==> config.mk <==
export PLATFORM = sky130hd
export DESIGN_NAME = q2a_isqrt
export DESIGN_NICKNAME = d
export VERILOG_FILES = /design/src/hw/rtl/q2a_pkg.sv /design/src/hw/rtl/q2a_isqrt.sv
export SDC_FILE = /design/constraint.sdc
export NUM_CORES = 2
export LEC_CHECK = 0
export BUFFER_PORTS_ARGS = -buffer_cell sky130_fd_sc_hd__buf_4
export CAP_MARGIN = 40
export CORE_ASPECT_RATIO = 1.2
export CORE_MARGIN = 4
export CORE_UTILIZATION = 61
export CTS_BUF_LIST = sky130_fd_sc_hd__clkbuf_16
export CTS_CLUSTER_SIZE = 12
export DETAILED_ROUTE_END_ITERATION = 10
export PLACE_DENSITY = 0.84
export SLEW_MARGIN = 5
export SYNTH_ARGS = -nofsm -noshare
export SYNTH_HDL_FRONTEND = slang
export SYNTH_SLANG_ARGS = --single-unit
==> constraint.sdc <==
create_clock -name clk_i -period 5.7 [get_ports clk_i]
set_input_delay 0.285 -clock clk_i [delete_from_list [all_inputs] [get_ports clk_i]]
set_output_delay 0.285 -clock clk_i [all_outputs]
set_load 0.05 [all_outputs]
==> src/hw/rtl/q2a_pkg.sv <==
package q2a_pkg;

  // Field and datapath widths
  localparam int QW       = 16;  // quaternion and output field width
  localparam int GW       = 20;  // rounded Q14 intermediates, unsaturated
  localparam int PW       = 32;  // 16x16 products
  localparam int SW       = 36;  // product sums before rounding
  localparam int SQ_BITS  = 28;  // root bits of the magnitude
  localparam int RAD_W    = 2 * SQ_BITS;
  localparam int CD_IN_W  = 30;  // CORDIC operand width at entry
  localparam int CD_W     = 48;  // CORDIC x/y datapath
  localparam int Z_W      = 35;  // Q30 angle accumulator
  localparam int ANG_W    = 16;  // Q13 angle output
  localparam int ATAN_LEN = 24;

  localparam logic signed [Z_W-1:0]   PI_Q30 = 35'sd3373259426;
  localparam logic signed [ANG_W-1:0] PI_Q13 = 16'sd25736;

  // Values carried alongside the magnitude and CORDIC pipelines
  typedef struct packed {
    logic signed [GW-1:0] gx;
    logic signed [GW-1:0] gy;
    logic signed [GW-1:0] gz;
    logic signed [GW-1:0] yn;
    logic signed [GW-1:0] yd;
  } side_t;

  // Q28 sum to Q14, ties upward
  function automatic logic signed [GW-1:0] rnd_q14(input logic signed [SW-1:0] v);
    logic signed [SW-1:0] t;
    t = (v + 36'sd8192) >>> 14;
    return t[GW-1:0];
  endfunction

  // Saturate a Q14 intermediate to the 16-bit output range
  function automatic logic signed [QW-1:0] sat_q14(input logic signed [GW-1:0] v);
    if (v > 20'sd32767) begin
      return 16'sh7fff;
    end else if (v < -20'sd32768) begin
      return 16'sh8000;
    end
    return v[QW-1:0];
  endfunction

  // atan(2^-i) in Q30 radians, floored
  function automatic logic signed [Z_W-1:0] atan_q30(input logic [4:0] idx);
    case (idx)
      5'd0:    return 35'sd843314856;
      5'd1:    return 35'sd497837829;
      5'd2:    return 35'sd263043836;
      5'd3:    return 35'sd133525158;
      5'd4:    return 35'sd67021686;
      5'd5:    return 35'sd33543515;
      5'd6:    return 35'sd16775850;
      5'd7:    return 35'sd8388437;
      5'd8:    return 35'sd4194282;
      5'd9:    return 35'sd2097149;
      5'd10:   return 35'sd1048575;
      5'd11:   return 35'sd524287;
      5'd12:   return 35'sd262143;
      5'd13:   return 35'sd131071;
      5'd14:   return 35'sd65535;
      5'd15:   return 35'sd32767;
      5'd16:   return 35'sd16383;
      5'd17:   return 35'sd8191;
      5'd18:   return 35'sd4095;
      5'd19:   return 35'sd2047;
      5'd20:   return 35'sd1023;
      5'd21:   return 35'sd511;
      5'd22:   return 35'sd255;
      5'd23:   return 35'sd127;
      default: return '0;
    endcase
  endfunction

endpackage

==> src/hw/rtl/q2a_isqrt.sv <==
// Pipelined floor square root, one root bit per stage
module q2a_isqrt (
  input  logic                              clk_i,
  input  logic [q2a_pkg::SQ_BITS-1:0]       en_i,
  input  logic [q2a_pkg::RAD_W-1:0]         rad_i,
  output logic [q2a_pkg::SQ_BITS-1:0]       root_o
);

  localparam int NB = q2a_pkg::SQ_BITS;
  localparam int RW = q2a_pkg::RAD_W;

  logic [RW-1:0] rem_q  [NB];
  logic [NB-1:0] root_q [NB];

  for (genvar j = 0; j < NB; j++) begin : g_bit
    localparam int K = NB - 1 - j;
    logic [RW-1:0] rem_in;
    logic [NB-1:0] root_in;
    logic [RW:0]   trial;

    if (j == 0) begin : g_first
      assign rem_in  = rad_i;
      assign root_in = '0;
    end else begin : g_next
      assign rem_in  = rem_q[j-1];
      assign root_in = root_q[j-1];
    end

    // (2r + 2^K) * 2^K: what setting root bit K adds to r^2
    assign trial = ((RW+1)'(root_in) << (K + 1)) | ((RW+1)'(1) << (2 * K));

    always_ff @(posedge clk_i) begin
      if (en_i[j]) begin
        if ({1'b0, rem_in} >= trial) begin
          rem_q[j]  <= rem_in - trial[RW-1:0];
          root_q[j] <= root_in | (NB'(1) << K);
        end else begin
          rem_q[j]  <= rem_in;
          root_q[j] <= root_in;
        end
      end
    end
  end

  assign root_o = root_q[NB-1];

endmodule

==> results.md <==
* Core outline area at 149000 um^2
* Worst Path Class, Setup: reg2reg
* P per Cell Area at 378 nW/um^2
* Setup-failing EPs final at 0
* Register area at 57600 um^2
* Layout area overhead at 10.5%
* WL met3 at 15.5 mm
* Total GRT Usage at 28.4%
* Dpl hpwl at 162 mm
* GP Congestion at 0.938
* Clock root buffer: clkbuf_16
* Reg-to-reg critical path endpoint: rem_q[1][241]
* Number of global-route vias before repair at 60900
* CTS buffer count at 189
* Initial cell density of the core at 61.7%
* Critical path startpoint category: register
* Syn nets at 7863
* Port Buf Inserts at 112
* Avg Inst Size Synth at 12.5 um^2
* Tmin final at 4.37 ns
* Crit path max-delay family: compound AO/OA/AOI/OAI gates
* Worst path bufs/invs at 0
* Crit path cell chain: ha_1 > nor2b_1 > o31a_1 > o31ai_1 > a21oi_1 > a21boi_0 > nand2_1 > or4_1 > nor2_1 > a21oi_1
* Worst rel slew slack at 35.3%
* Via count at 61300
* Worst-path clk slew at 0.06 ns
* Pin count of the biggest net entering global routing at 76
* Post-Syn Area at 92100 um^2
* Worst Setup EP: rem_q[1][241]
* Worst VDD drop at 0.000349 V
* Mapped Cells at 7346
* Initial DRC Count at 6370
* Number of synthesized flops with an enable pin at 1918
* Reg2Reg Depth at 10
* CP Max Fanout at 25
* Setup bufs post-CTS at 0
* Uppermost routed layer: met5
* Worst slew pin tran at 0.958 ns
* Yosys warns at 0
* Post-CTS resize count at 0
* CP max stage delay at 0.86 ns
* Die Wd at 363 um
* Critical Path Stages at 10
* Num rows at 155
* NumNets Final at 8140
* Sequential share of the synthesized area at 62.5%
* Skew-Pair Late Insertion Delay at 0.87 ns
* #FFs+latches synth at 1918
* Top post-synthesis cells by area: edfxtp_1, ha_1, xnor2_1
* Drt drc at 0
* Top-area cell type share of the netlist area at 62.5%
* Initial antenna violation count at 10
* Max Clock Freq at 229 MHz
* Leading area contributor after synthesis: edfxtp_1
* Via density at 6.33
* Routed wire per std cell at 23.4 um
* Dpl cell area at 95500 um^2
* Router iterations before antenna repair at 6
* Final Hold Viols at 0
* Cell area after layout at 102000 um^2
* Setup TNS at 0 ns
* CP required at 6.24 ns
* Final period util at 76.7%
* MaxCap Viol Count at 0
* Multi-input gate area at 32000 um^2
* # IOs at 113
* H-Tree Depth at 4
* Setup Slack @ Placement at 1.41 ns
* Hold_buf cts at 75
* First-pass GRT wire length at 347 mm
* Fillers at 9972
* Die area at 157000 um^2
* DR WL met2 at 116 mm
* RSZ-0062 raised after global routing: no
* ANT nets after route at 0
* RR Startpoint: rem_q[1][184]
* CP dominant cell by count: a21oi_1
* Async set-reset flop share out of synthesis at 0%
* Final Skew at 0.114 ns
* Fin worst setup slack at 1.33 ns
* Clk sinks at 1918
* Worst hold path class: in2reg
* Detailed Route WL at 227 mm
* WP data arrival at 4.91 ns
* Share of layout cells above drive strength 1 at 6.66%
* CP Launch Point: rem_q[1][184]
* TritonCTS clock tree: built
* Max-slew violations at 0
* Die Height at 434 um
* FF-to-FF setup slack at 1.33 ns
* Top_reg_cell synth: edfxtp_1
* CP Capture Type: register
* Cell with the largest stage delay on the worst path: or4_1
* Outcome: complete, no violations
* Buffers from clock root to sink, at most at 3
* Pleak at 38.4 nW
* Grt ovf at 0
* Wl on met1 at 82.0 mm
* Netlist cell types at 85
[worst min path at each step]
stage / depth (start not counted) / endpoint / from
global route: 1 / rem_q[0][607] / en_i[10]
CTS: 1 / rem_q[0][560] / en_i[10]
global placement: 0 / rem_q[0][786] / rem_q[0][730]
detailed placement: 0 / rem_q[0][786] / rem_q[0][730]
finish: 1 / rem_q[0][612] / en_i[10]
floorplan: 0 / rem_q[0][0] / rad_i[0]
[synthesized netlist by cell type (all sizes together) (40+ instances only)]
cell	number
inv	527
or4	62
nor4	261
edfxtp	1918
nand4	116
clkbuf	151
xnor2	379
xor2	284
or3	82
o31ai	48
nand2b	81
o21ai	391
nor3	192
o21a	86
a21o	183
nand3	110
mux2	48
a21oi	391
o21bai	40
nor2b	68
ha	432
nor2	448
nand2	527
[state kept, by name, indices dropped and copies added (netlist names)]
name,count
root_q,406
rem_q,1512
[power breakdown]
group / total (W) / switching (W) / internal [W]
clock: 0.0116 / 0.00541 / 0.00619
sequential: 0.0192 / 0.00141 / 0.0178
combinational: 0.00776 / 0.00458 / 0.00318
total: 0.0385 / 0.0114 / 0.0271
[stage by stage]
step | power (W) | hold WS [ns] | std cells | util (%)
final | 0.0385 | 0.0584 | 9688 | 68.2
after global placement | 0.0267 | 0.425 | 9296 | 63.7
after CTS | 0.0385 | 0.0242 | 9679 | 68.2
after global routing | 0.0402 | 0.0553 | 9688 | 68.2
after detailed placement | 0.0269 | 0.432 | 9317 | 63.9
after floorplan | 0.0246 | 0.384 | 7346 | -
[cell type report]
type                    instances  area share [%]
clock buffers                 189            4.64
repair buffers                249            2.17
inverters                     527            1.94
well taps                    1962            2.41
multi-input cells            4738            31.4
diodes                          7          0.0172
clock inverters                98           0.840
flip-flops and latches       1918            56.5
[layer usage]
layer / global-route usage [%] / vias to the layer above
met4: 14.7 / 2
met1: 33.1 / 29600
met3: 4.82 / 762
li1: - / 28000
met5: 0 / -
met2: 50.6 / 2954
[kinds of logic (layout without fill, tap and decap cells)]
| kind of cell | after synthesis | after routing | synth area share, % |
|---|---|---|---|
| fa+ha+maj | 432 | 432 | 5.87 |
| flops | 1918 | 1918 | 62.5 |
| other cells | 0 | 7 | 0 |
| simple gates | 2181 | 2181 | 12.2 |
| xor+xnor | 663 | 663 | 6.30 |
| compound gates | 1406 | 1406 | 9.56 |
| mux | 56 | 56 | 0.674 |
| buf+inv | 690 | 1063 | 2.84 |
[worst register-to-register path: stages (launching register included)]
cell      delay (ns)
edfxtp_1        0.41
ha_1            0.39
nor2b_1         0.18
o31a_1          0.28
o31ai_1         0.58
a21oi_1         0.30
a21boi_0        0.56
nand2_1         0.19
or4_1           0.86
nor2_1          0.27
a21oi_1         0.07
[cell usage in the layout, fill, tap and decap left out, types with 29 or more instances in the layout]
cell type      count
o21bai_1          40
o31ai_1           48
nand3b_1          32
nor3_1           190
mux2_2            48
nand4_1          116
nor2b_1           67
or2_2             29
xnor2_1          379
a21o_1           183
o21a_1            86
nand2_1          527
xor2_1           284
or4_1             61
a31oi_1           39
a211oi_1          37
or3_1             82
ha_1             432
nor4b_1           37
inv_1            573
nor4_1           260
and3_1            32
buf_4            152
nand2b_1          81
o21ai_0          385
edfxtp_1        1918
a21oi_1          391
clkbuf_16        189
nor2_1           447
nand3_1          110
dlygate4sd3_1     75
Power figures use the tool's default switching activity.
